[config.mk]
export PLATFORM = sky130hd
export DESIGN_NAME = tspn_mix
export DESIGN_NICKNAME = d
export VERILOG_FILES = /design/src/sv/table_spn_block_cipher_top_macros.svh /design/src/sv/tspn_pkg.sv /design/src/sv/tspn_mix.sv
export SDC_FILE = /design/constraint.sdc
export NUM_CORES = 1
export LEC_CHECK = 0
export BUFFER_PORTS_ARGS = -buffer_cell sky130_fd_sc_hd__buf_2
export CORE_ASPECT_RATIO = 0.9
export CORE_MARGIN = 5
export CORE_UTILIZATION = 48
export DETAILED_ROUTE_END_ITERATION = 6
export PLACE_DENSITY = 0.92
export SLEW_MARGIN = 40
export SYNTH_ARGS = -nofsm -noshare
export SYNTH_HDL_FRONTEND = slang
export SYNTH_SLANG_ARGS = --single-unit
[constraint.sdc]
create_clock -name vclk -period 2.96
set_input_delay 0.296 -clock vclk [all_inputs]
set_output_delay 0.296 -clock vclk [all_outputs]
set_load 0.01 [all_outputs]
[src/sv/table_spn_block_cipher_top_macros.svh]
// Assertion macros for the table SPN block cipher.
`ifndef TABLE_SPN_BLOCK_CIPHER_TOP_MACROS_SVH
`define TABLE_SPN_BLOCK_CIPHER_TOP_MACROS_SVH

`ifndef SYNTH
// Check that a property holds on every clock edge outside reset.
`define TSPN_ASSERT(lbl, prop, msg) \
  lbl: assert property (@(posedge clk_i) disable iff (!rst_ni) (prop)) else $error(msg);
// Check that a condition never holds on any clock edge outside reset.
`define TSPN_ASSERT_NEVER(lbl, cond, msg) \
  lbl: assert property (@(posedge clk_i) disable iff (!rst_ni) !(cond)) else $error(msg);
`else
`define TSPN_ASSERT(lbl, prop, msg)
`define TSPN_ASSERT_NEVER(lbl, cond, msg)
`endif

`endif

[src/sv/tspn_pkg.sv]
// Types and constants shared by the table SPN block cipher modules.
package tspn_pkg;

  localparam int WORD_W      = 16;
  localparam int WORD_COUNT  = 8;
  localparam int TABLE_WORDS = 1 << 16;
  localparam int ADDR_W      = $clog2(TABLE_WORDS);
  localparam int SEL_W       = $clog2(WORD_COUNT);
  localparam int HALF_W      = 64;
  localparam int ROUNDS_W    = 6;
  localparam int APB_ADDR_W  = 3;
  localparam int APB_DATA_W  = 32;

  localparam logic [ROUNDS_W-1:0] ROUNDS_RESET = 6'd12;

  // Register index, taken from paddr[2]
  localparam logic REG_ROUND_COUNT = 1'b0;

  typedef enum logic [1:0] {
    CMD_LOAD_ENC = 2'd0,
    CMD_LOAD_DEC = 2'd1,
    CMD_ENCRYPT  = 2'd2,
    CMD_DECRYPT  = 2'd3
  } cmd_e;

  typedef struct packed {
    cmd_e               cmd;
    logic [SEL_W-1:0]   table_sel;
    logic [ADDR_W-1:0]  table_addr;
    logic [WORD_W-1:0]  table_data;
    logic [HALF_W-1:0]  block_lo;
    logic [HALF_W-1:0]  block_hi;
  } in_beat_t;

  typedef struct packed {
    logic [HALF_W-1:0] result_lo;
    logic [HALF_W-1:0] result_hi;
  } out_beat_t;

  // Eight words, word 0 in the lowest bits
  typedef logic [WORD_COUNT-1:0][WORD_W-1:0] words_t;

  // Per-lane table control
  typedef struct packed {
    logic rd_en;
    logic dec;
    logic wr_enc;
    logic wr_dec;
  } lane_ctrl_t;

endpackage

[src/sv/tspn_mix.sv]
// XOR diffusion layer merging the eight lane words.
module tspn_mix
  import tspn_pkg::*;
(
  input  words_t w_i,
  output words_t w_o
);

  // Combine the words through the fixed binary matrix
  always_comb begin
    w_o[0] = w_i[1] ^ w_i[2] ^ w_i[3] ^ w_i[4] ^ w_i[7];
    w_o[1] = w_i[0] ^ w_i[1] ^ w_i[4] ^ w_i[5] ^ w_i[7];
    w_o[2] = w_i[0] ^ w_i[1] ^ w_i[2] ^ w_i[5] ^ w_i[6];
    w_o[3] = w_i[0] ^ w_i[1] ^ w_i[2] ^ w_i[3] ^ w_i[6] ^ w_i[7];
    w_o[4] = w_i[2] ^ w_i[3] ^ w_i[5] ^ w_i[6] ^ w_i[7];
    w_o[5] = w_i[0] ^ w_i[2] ^ w_i[4] ^ w_i[5];
    w_o[6] = w_i[0] ^ w_i[1] ^ w_i[3] ^ w_i[4] ^ w_i[5] ^ w_i[6];
    w_o[7] = w_i[1] ^ w_i[2] ^ w_i[4] ^ w_i[5] ^ w_i[6] ^ w_i[7];
  end

endmodule

* Word level (Yosys, flattened, before mapping)
Index checks and enable logic that the tools add are counted.
Storage, ports and cells: latch bits 0, register bits 0, memory bits (read-only) 0, RAM bits 0, memories kept 0, word-level logic and storage cells 29
Cells by class: equality and inequality tests 0, $mul 0, multiplexer cells 0, $lt $le $gt $ge 0, divide/modulo/power cells 0, shift-type cells 0, reductions and logical operators 0, bitwise logic cells 29, add/subtract/negate cells 0
Operator list (number):
- $xor A16 B16 Y16 | 29

* Logic depth before layout (Yosys ltp)
Gate-level depths: netlist of run 1.
depth in word-level cells 5, depth in mapped cells 3

* Worst setup path after synthesis of run 1
OpenSTA, ideal clock, no wires.
kind input-to-output, start point in w_i[78] (netlist bit), end point out w_o[126] (netlist bit), path buffers 1, arrival time 1213 ps, stages on the path 3, path slack 1451 ps, data required time 2664 ps, path through buf_4 > xnor3_1 > xor3_1
RTL lines:
- start, declared | RTL line tspn_mix.sv:5 | input words_t w_i,
- end, declared | RTL line tspn_mix.sv:6 | output words_t w_o

==> results.sh, run 1 <==
export IMPL_cp_endpoint="w_o[58]"
export IMPL_grt_pass1_vias=3162
export IMPL_num_clock_buffers=0
export IMPL_worstSetupPathType="input port to output pin"
export IMPL_power_share_sequential_pct=0
export IMPL_p_int_mw=1.090
export IMPL_dpl_hpwl_um=9299
export IMPL_combPwrFrac_pct=100.0
export IMPL_timing_worst_slew_pin_value_ns=0.4475
export IMPL_cp_arrival_ns=1.42
export IMPL_synthesis_area_per_instance_um2=14.70
export IMPL_n_antenna_cell=0
export IMPL_fp_dieArea_mm2=0.009886
export IMPL_drt_antenna_violating_nets=0
export IMPL_final_hold_viol_count=0
export IMPL_grt_remaining_overflow=0
export IMPL_final_setup_viol_count=0
export IMPL_postCtsResizedCells=0
export IMPL_synthesis_yosys_warnings=0
export IMPL_rsz_0062_raised_after_global_routing="no"
export IMPL_totalNegativeSetupSlack_ns=0
export IMPL_final_min_period_over_clock_period_pct=58.11
export IMPL_io_buffer_count=256
export IMPL_net_switching_power_mw=0.8661
export IMPL_die_height_um=94.83
export IMPL_placement_rows=31
export IMPL_power_leakage_nw=3.098
export IMPL_clockPowerShare_pct=0
export IMPL_chipWidth_um=104.3
export IMPL_fin_worst_hold_slack_ns=1.036
export IMPL_status="completed"
export IMPL_cp_end_kind="output pin"
export IMPL_via_count=2888
export IMPL_core_mm2=0.007913
export IMPL_worstSetupStartpointType="input port"
export IMPL_finalWeightedCongestion=0.8717
export IMPL_ys_seq_area_share_pct=0
export IMPL_yosys_area_top_type="xnor3_1"
export IMPL_synthesis_area_mm2=0.003837
export IMPL_startpoint="w_i[122]"
export IMPL_post_synth_top_count_cell="xnor2_1"
export IMPL_cts_repair_timing_setup_buffer_count=0
export IMPL_layout_area_seq_um2=0
export IMPL_worst_endpoint_required_ns=2.66
export IMPL_maxClockFrequency_ghz=0.5813
export IMPL_most_used_standard_cells_in_the_synthesized_netlist="xnor2_1 (81), xor2_1 (64), xnor3_1 (50)"
export IMPL_synthesis_instances=261
export IMPL_cellPowerDensity_mw_per_mm2=374.1
export IMPL_final_number_of_max_transition_violations=0
export IMPL_area_growth_syn_to_layout_pct=36.29
export IMPL_remaining_drc_errors=0
export IMPL_pin_count=256
export IMPL_vdd_drop_max_mv=0.2340
export IMPL_grt_usage_pct=18.03
export IMPL_grt_max_degree=6
export IMPL_finish_net_count=645
export IMPL_synth_fp_nets=389
export IMPL_firstDrtPassIters=4
export IMPL_drive_above_1_share_pct=58.45
export IMPL_first_pass_grt_wire_length_um=14840
export IMPL_hold_class="input port to output pin"
export IMPL_yosysTopAreaCellShare_pct=29.34
export IMPL_yosysUniqueCellTypes=9
export IMPL_synth_top_cells_by_area="xnor3_1 (29%), xnor2_1 (18%), xor2_1 (15%)"
export IMPL_critPathMaxFanout=3
export IMPL_drt_wl_total_um=9860
export IMPL_n_sequential_cell=0
export IMPL_grt_antenna_before_repair=0
export IMPL_vias_per_cell=4.704
export IMPL_initial_core_utilization_pct=48.50
export IMPL_final_min_clock_period_ns=1.720
export IMPL_first_iter_violations=54
export IMPL_number_of_max_cap_violations=0
export IMPL_p_sw_share_pct=44.27
export IMPL_maxSlewHeadroom_pct=69.95
export IMPL_cts_hold_buffers_added=0
export IMPL_avgRoutedWirePerCell_um=16.06
layout make-up:
class                      count  area [um^2]
tap                           99        123.9
multi-input combinational    259         3825
timing repair buffer         256         1281
fill                         618         2683
metrics by stage:
step | total power, mW | worst slack, ns | util (%) | cell area (um^2) | instances
after floorplan | 1.263 | 1.451 | - | 3837 | 261
after detailed placement | 1.972 | 1.240 | 66.10 | 5230 | 614
after CTS | 1.980 | 1.240 | 66.10 | 5230 | 614
final | 1.957 | 1.240 | 66.10 | 5230 | 614
after global placement | 1.931 | 1.302 | 66.10 | 5230 | 614
after global routing | 2.082 | 1.207 | 66.10 | 5230 | 614
cells by family after synthesis:
kind of cell,synth area share [%]
XOR/XNOR,99.67
buffers and inverters,0.3260
worst max-delay path, cell delays in order:
cell and delay [ns]:
buf_2 0.12, xnor3_2 0.48, xnor3_1 0.38, buf_2 0.16
cells in the final DEF, fill, tap and decap left out:
cell type  synthesis  routed
xnor3_1           50      50
xnor2_2           17      17
xnor3_2           14      14
xnor2_1           81      81
buf_2              0     256
xor2_1            64      64
xnor3_4           14      14
xor3_1            19      19
power by group through the flow:
stage / logic (mW) / clock network, mW / registers [mW]
finish: 1.96 / 0 / 0
global route: 2.08 / 0 / 0
CTS: 1.98 / 0 / 0
detailed placement: 1.97 / 0 / 0
global placement: 1.93 / 0 / 0
floorplan: 1.26 / 0 / 0
routing by layer:
metal / vias to the layer above / wire [um] / GRT usage (%)
li1: 1397 / - / -
met1: 1343 / 3255 / 18.50
met2: 138 / 5654 / 38.27
met3: 10 / 845 / 3.896
met4: 0 / 105 / 1.834
met5: - / 0 / 0
how the worst min path moves through the flow:
stage	from	to	slack [ns]	depth (start not counted)
after floorplan	w_i[0]	w_o[80]	0.80	2
after global placement	w_i[1]	w_o[81]	1.03	4
after detailed placement	w_i[102]	w_o[54]	1.04	3
after CTS	w_i[102]	w_o[54]	1.04	3
after global routing	w_i[102]	w_o[54]	1.05	3
final	w_i[9]	w_o[89]	1.04	4
No activity file was read; power rests on OpenSTA's default activity.
==> run 2, diff against run 1 <==
- ABC_AREA: default -> 1
- CORE_UTILIZATION: 48 -> 50
- PLACE_DENSITY: 0.92 -> 0.87
- clock period: 2.96 -> 1.6 ns (I/O delays scaled with it)
==> run 2 against run 1 <==
  * Sequential share of layout area stayed put
  * Final cell count grew to 2.8 times the previous value
  * Non-clock buffer count stayed put
  * Clock-buffer cell count stayed put
  * Worst hold slack worse by 0.41 ns
  * Total power is 40% higher
  * Highest routed layer unchanged
  * Die area is 33% higher
  * Via count grew to 2.9 times the previous value
==> results.sh, run 2 <==
export IMPL_status="completed"
export IMPL_n_antenna_cell=0
export IMPL_avgRoutedWirePerCell_um=10.05
export IMPL_n_sequential_cell=0
export IMPL_synthesis_instances=1305
export IMPL_worstSetupStartpointType="input port"
export IMPL_postLayoutCellArea_mm2=0.006920
export IMPL_fp_dieArea_mm2=0.01318
export IMPL_layout_commonest_cell="nand2_1"
export IMPL_combPwrFrac_pct=100.0
export IMPL_grt_remaining_overflow=0
export IMPL_postCtsResizedCells=0
export IMPL_finalWeightedCongestion=0.9331
export IMPL_timing_worst_slew_pin_value_ns=0.2723
export IMPL_synth_fp_nets=1433
export IMPL_power_share_sequential_pct=0
export IMPL_synthesis_area_per_instance_um2=4.207
export IMPL_initial_core_utilization_pct=51.00
export IMPL_worstSetupPathType="input port to output pin"
export IMPL_totalNegativeSetupSlack_ns=0
export IMPL_post_synth_top_count_cell="nand2_1"
export IMPL_rsz_0062_raised_after_global_routing="no"
export IMPL_synth_top_cells_by_area="nand2_1 (60%), inv_1 (11%), nand3_1 (11%)"
export IMPL_drt_wl_total_um=17000
export IMPL_remaining_drc_errors=0
export IMPL_worstHoldEndpoint="w_o[12]"
export IMPL_cp_arrival_ns=1.06
export IMPL_first_pass_grt_wire_length_um=28150
export IMPL_fin_worst_hold_slack_ns=0.6244
export IMPL_p_int_mw=1.048
export IMPL_core_mm2=0.01077
export IMPL_final_number_of_max_transition_violations=0
export IMPL_grt_max_degree=8
export IMPL_min_delay_path_depth=4
export IMPL_maxSlewHeadroom_pct=81.72
export IMPL_post_layout_nonfiller_instances=1691
export IMPL_clockPowerShare_pct=0
export IMPL_final_hold_viol_count=0
export IMPL_cp_end_kind="output pin"
export IMPL_synthesis_area_mm2=0.005490
export IMPL_place_area_mm2=0.006920
export IMPL_synthesis_yosys_warnings=0
export IMPL_finish_net_count=1688
export IMPL_timing_hold_worst_start="w_i[60]"
export IMPL_final_core_utilization_pct=64.28
export IMPL_layout_area_seq_um2=0
export IMPL_layout_common_cells="nand2_1 (881), buf_2 (256), inv_1 (157), nand3_1 (116), inv_2 (47)"
export IMPL_placement_rows=36
export IMPL_num_clock_buffers=0
export IMPL_pin_count=256
export IMPL_area_growth_syn_to_layout_pct=26.05
export IMPL_cts_repair_timing_setup_buffer_count=0
export IMPL_die_height_um=109.4
export IMPL_drive_above_1_share_pct=21.05
export IMPL_grt_usage_pct=23.92
export IMPL_vdd_drop_max_mv=0.2761
export IMPL_final_min_clock_period_ns=1.224
export IMPL_worst_endpoint_required_ns=1.44
export IMPL_place_ws_ns=0.3929
export IMPL_net_switching_power_mw=1.693
export IMPL_chipWidth_um=120.5
export IMPL_via_count=8266
export IMPL_yosysTopAreaCellShare_pct=60.23
export IMPL_firstDrtPassIters=6
export IMPL_vias_per_cell=4.888
export IMPL_cellPowerDensity_mw_per_mm2=396.0
export IMPL_maxClockFrequency_ghz=0.8172
export IMPL_first_iter_violations=498
export IMPL_yosysUniqueCellTypes=14
export IMPL_yosys_area_top_type="nand2_1"
export IMPL_drt_antenna_violating_nets=0
export IMPL_cts_hold_buffers_added=0
export IMPL_grt_antenna_before_repair=0
export IMPL_p_sw_share_pct=61.76
export IMPL_critPathMaxFanout=4
export IMPL_number_of_max_cap_violations=0
export IMPL_place_detailed_instances=1691
export IMPL_power_leakage_nw=5.183
export IMPL_hold_class="input port to output pin"
export IMPL_dpl_hpwl_um=15210
export IMPL_total_power_mw=2.741
export IMPL_most_used_standard_cells_in_the_synthesized_netlist="nand2_1 (881), inv_1 (157), nand3_1 (116)"
export IMPL_setup_slack_ns=0.3763
export IMPL_io_buffer_count=256
export IMPL_final_setup_viol_count=0
export IMPL_grt_pass1_vias=7009
export IMPL_final_min_period_over_clock_period_pct=76.48
export IMPL_ys_seq_area_share_pct=0
==> run 2: cell families after synthesis <==
group                     Yosys count  share of synthesized area, %
buffers and inverters             207                         14.27
and+or+nand+nor                  1039                         76.05
xor gates and xnor gates           59                         9.686
==> run 2: critical path, cell delays in order <==
cell,delay [ns]
buf_2,0.13
inv_1,0.11
nand2_1,0.08
nand2_2,0.10
inv_1,0.06
nand2_1,0.09
nand2_1,0.07
nand2_1,0.06
nand2_1,0.06
buf_2,0.14
==> run 2: worst max-delay path by stage <==
stage	startpoint	endpoint	slack, ns	depth (start not counted)
floorplan	w_i[127]	w_o[63]	0.64	8
global placement	w_i[84]	w_o[100]	0.43	10
detailed placement	w_i[84]	w_o[100]	0.39	10
CTS	w_i[84]	w_o[100]	0.39	10
global route	w_i[84]	w_o[20]	0.26	10
finish	w_i[84]	w_o[20]	0.38	10
==> run 2: area by class of cell <==
| cell class | instances | area (um^2) |
|---|---|---|
| multi-input combinational | 1098 | 4707 |
| fill | 1123 | 3845 |
| timing repair buffer | 256 | 1281 |
| inverter | 204 | 765.7 |
| tap | 133 | 166.4 |
==> run 2: power groups by stage <==
| stage | Clock [mW] | Sequential (mW) | Combinational (mW) |
|---|---|---|---|
| finish | 0 | 0 | 2.74 |
| global route | 0 | 0 | 3.10 |
| CTS | 0 | 0 | 2.74 |
| detailed placement | 0 | 0 | 2.73 |
| global placement | 0 | 0 | 2.68 |
| floorplan | 0 | 0 | 1.71 |
==> run 2: layer usage <==
| layer | part of all wire [%] | vias up | global-route usage, % |
|---|---|---|---|
| met5 | 0 | - | 0 |
| met4 | 1.7 | 0 | 3.722 |
| met3 | 8.2 | 31 | 2.572 |
| met2 | 47 | 305 | 45.23 |
| met1 | 43 | 3541 | 29.81 |
| li1 | - | 4389 | - |
==> run 3, diff against run 2 <==
- ABC_AREA: 1 -> 0
- CORE_UTILIZATION: 50 -> 40
- PLACE_DENSITY: 0.87 -> 0.82
- clock period: 1.6 -> 1.01 ns (I/O delays scaled with it)
==> run 3 against run 2 <==
  * The flow now stops in global routing (5_1_grt)
  * Synthesized cell count is 80% lower
  * Area after synthesis is 30% lower
==> results.sh, run 3 <==
export IMPL_finalWeightedCongestion=0.8509
export IMPL_error="[ERROR DPL-0038] Utilization greater than 100%, impossible to legalize"
export IMPL_place_ws_ns=-0.2445
export IMPL_placement_rows=34
export IMPL_yosysUniqueCellTypes=9
export IMPL_yosys_area_top_type="xnor3_1"
export IMPL_io_buffer_count=256
export IMPL_yosysTopAreaCellShare_pct=29.34
export IMPL_grt_max_degree=6
export IMPL_synth_fp_nets=389
export IMPL_most_used_standard_cells_in_the_synthesized_netlist="xnor2_1 (81), xor2_1 (64), xnor3_1 (50)"
export IMPL_synthesis_yosys_warnings=0
export IMPL_ys_seq_area_share_pct=0
export IMPL_die_height_um=102.9
export IMPL_flow_stopped_at="global routing (5_1_grt)"
export IMPL_status="did not finish"
export IMPL_pin_count=256
export IMPL_chipWidth_um=113.2
export IMPL_post_synth_top_count_cell="xnor2_1"
export IMPL_synth_top_cells_by_area="xnor3_1 (29%), xnor2_1 (18%), xor2_1 (15%)"
export IMPL_synthesis_instances=261
export IMPL_initial_core_utilization_pct=40.27
export IMPL_synthesis_area_mm2=0.003837
export IMPL_grt_worst_endpoint="w_o[109]"
export IMPL_dpl_hpwl_um=10690
export IMPL_cts_hold_buffers_added=0
export IMPL_worst_ep_kind="top-level output"
export IMPL_synthesis_area_per_instance_um2=14.70
export IMPL_place_detailed_instances=756
[run 3: logic make-up after synthesis]
kind of cell	count (synthesis)	share of synthesized area [%]
XOR/XNOR	259	99.67
buffers and inverters	2	0.3260
[run 3: timing repair]
item,4_1_cts
buffers inserted,50
setup endpoints to repair,123
gates resized for setup,408
pin swaps,132
[run 3: per-stage QoR]
step                area, um^2  util [%]  TNS [ns]
floorplan                 3837         -         0
global placement          6127     64.30    -13.10
detailed placement        6127     64.30    -16.71
CTS                       8472     88.90    -6.290
==> run 4, diff against run 3 <==
- CORE_ASPECT_RATIO: 0.9 -> default
- PLACE_DENSITY: 0.82 -> default
- PLACE_DENSITY_LB_ADDON: default -> 0.15
- clock period: 1.01 -> 1.3 ns (I/O delays scaled with it)
==> run 4 against run 3 <==
  * The flow now finishes without violations
==> results.sh, run 4 (synthesized netlist as in run 1, its figures left out) <==
export IMPL_status="completed"
export IMPL_remaining_drc_errors=0
export IMPL_drive_above_1_share_pct=65.07
export IMPL_cp_cell_sequence="buf_2, xnor3_2, xnor3_1, buf_2"
export IMPL_net_switching_power_mw=2.053
export IMPL_maxSlewHeadroom_pct=76.08
export IMPL_timing_worst_slew_pin_value_ns=0.3576
export IMPL_firstDrtPassIters=4
export IMPL_layout_area_seq_um2=0
export IMPL_min_delay_path_depth=3
export IMPL_maxClockFrequency_ghz=0.7840
export IMPL_number_of_max_cap_violations=0
export IMPL_io_buffer_count=256
export IMPL_final_min_period_over_clock_period_pct=98.12
export IMPL_p_int_mw=2.827
export IMPL_grt_usage_pct=16.88
export IMPL_n_antenna_cell=0
export IMPL_worstSetupStartpointType="input port"
export IMPL_drt_antenna_violating_nets=0
export IMPL_layout_common_cells="buf_2 (256), buf_4 (92), xnor2_1 (80), xor2_1 (63), xnor3_1 (50)"
export IMPL_finish_net_count=737
export IMPL_worst_endpoint_required_ns=1.17
export IMPL_final_number_of_max_transition_violations=0
export IMPL_core_mm2=0.009284
export IMPL_cp_end_kind="output pin"
export IMPL_num_clock_buffers=0
export IMPL_total_power_mw=4.880
export IMPL_first_pass_grt_wire_length_um=16080
export IMPL_chipWidth_um=107.9
export IMPL_place_area_mm2=0.005951
export IMPL_hold_class="input port to output pin"
export IMPL_power_share_sequential_pct=0
export IMPL_worstSetupPathType="input port to output pin"
export IMPL_pin_count=256
export IMPL_final_setup_viol_count=0
export IMPL_die_height_um=107.9
export IMPL_n_sequential_cell=0
export IMPL_cp_arrival_ns=1.15
export IMPL_critPathMaxFanout=2
export IMPL_grt_max_degree=6
export IMPL_postLayoutCellArea_mm2=0.006097
export IMPL_via_count=3173
export IMPL_place_detailed_instances=735
export IMPL_critical_path_max_stage_delay_ns=0.42
export IMPL_worstHoldEndpoint="w_o[56]"
export IMPL_p_sw_share_pct=42.06
export IMPL_placement_rows=35
export IMPL_grt_pass1_vias=3554
export IMPL_dpl_hpwl_um=9957
export IMPL_first_iter_violations=65
export IMPL_clockPowerShare_pct=0
export IMPL_fillerInstances=810
export IMPL_grt_remaining_overflow=0
export IMPL_final_core_utilization_pct=65.67
export IMPL_finalWeightedCongestion=0.8454
export IMPL_vdd_drop_max_mv=0.4510
export IMPL_vias_per_cell=4.311
export IMPL_fp_dieArea_mm2=0.01165
export IMPL_fin_worst_hold_slack_ns=0.7019
export IMPL_cellPowerDensity_mw_per_mm2=800.4
export IMPL_cpMaxStageDelayCell="xnor3_2"
export IMPL_final_min_clock_period_ns=1.276
export IMPL_combPwrFrac_pct=100.0
export IMPL_final_hold_viol_count=0
export IMPL_grt_antenna_before_repair=0
export IMPL_drt_wl_total_um=10630
export IMPL_initial_core_utilization_pct=41.33
export IMPL_layout_commonest_cell="buf_2"
export IMPL_post_layout_nonfiller_instances=736
export IMPL_avgRoutedWirePerCell_um=14.44
export IMPL_timing_hold_worst_start="w_i[104]"
export IMPL_area_growth_syn_to_layout_pct=58.88
export IMPL_cts_hold_buffers_added=0
export IMPL_power_leakage_nw=3.563
export IMPL_cp_common_cell="buf_2"
run 4: layer usage:
layer / share of wire, % / up-vias / GRT usage, %
li1: - / 1582 / -
met1: 32 / 1453 / 16.77
met2: 57 / 132 / 35.97
met3: 9.8 / 6 / 4.358
met4: 0.56 / 0 / 0.7214
met5: 0 / - / 0
run 4: power groups by stage:
stage | logic, mW | registers [mW] | clock network (mW)
2_1_floorplan | 2.87 | 0 | 0
3_3_place_gp | 4.83 | 0 | 0
3_5_place_dp | 4.87 | 0 | 0
4_1_cts | 4.91 | 0 | 0
5_1_grt | 5.21 | 0 | 0
6_report | 4.88 | 0 | 0
run 4: final cells by class:
| class | count | area (um^2) | area share, % |
|---|---|---|---|
| multi-input cells | 259 | 3964 | 65.01 |
| well taps | 129 | 161.4 | 2.647 |
| repair buffers | 348 | 1972 | 32.34 |
run 4: critical path: cells and delay by family:
| family | cells | cell delay (ns) |
|---|---|---|
| buf+inv | 2 | 0.24 |
| xor+xnor | 2 | 0.77 |
run 4: worst max-delay path by stage:
stage	from	to	depth (start not counted)
after floorplan	w_i[78]	w_o[126]	3
after global placement	w_i[126]	w_o[126]	4
after detailed placement	w_i[126]	w_o[126]	4
after CTS	w_i[93]	w_o[45]	4
after global routing	w_i[12]	w_o[60]	4
final	w_i[117]	w_o[53]	4
run 4: repair_timing:
item	CTS	global route
pin swaps	4	9
gates resized for setup	2	11
setup buffers	1	0
endpoints found under the setup margin	5	25
run 4: through the flow:
step / setup TNS [ns] / worst slack (ns)
2_1_floorplan: 0 / 0.1225
3_5_place_dp: -0.09576 / -0.04506
3_3_place_gp: -0.003607 / -0.002231
5_1_grt: -0.007484 / -0.004386
6_report: 0 / 0.02445
4_1_cts: 0 / 0.00006062
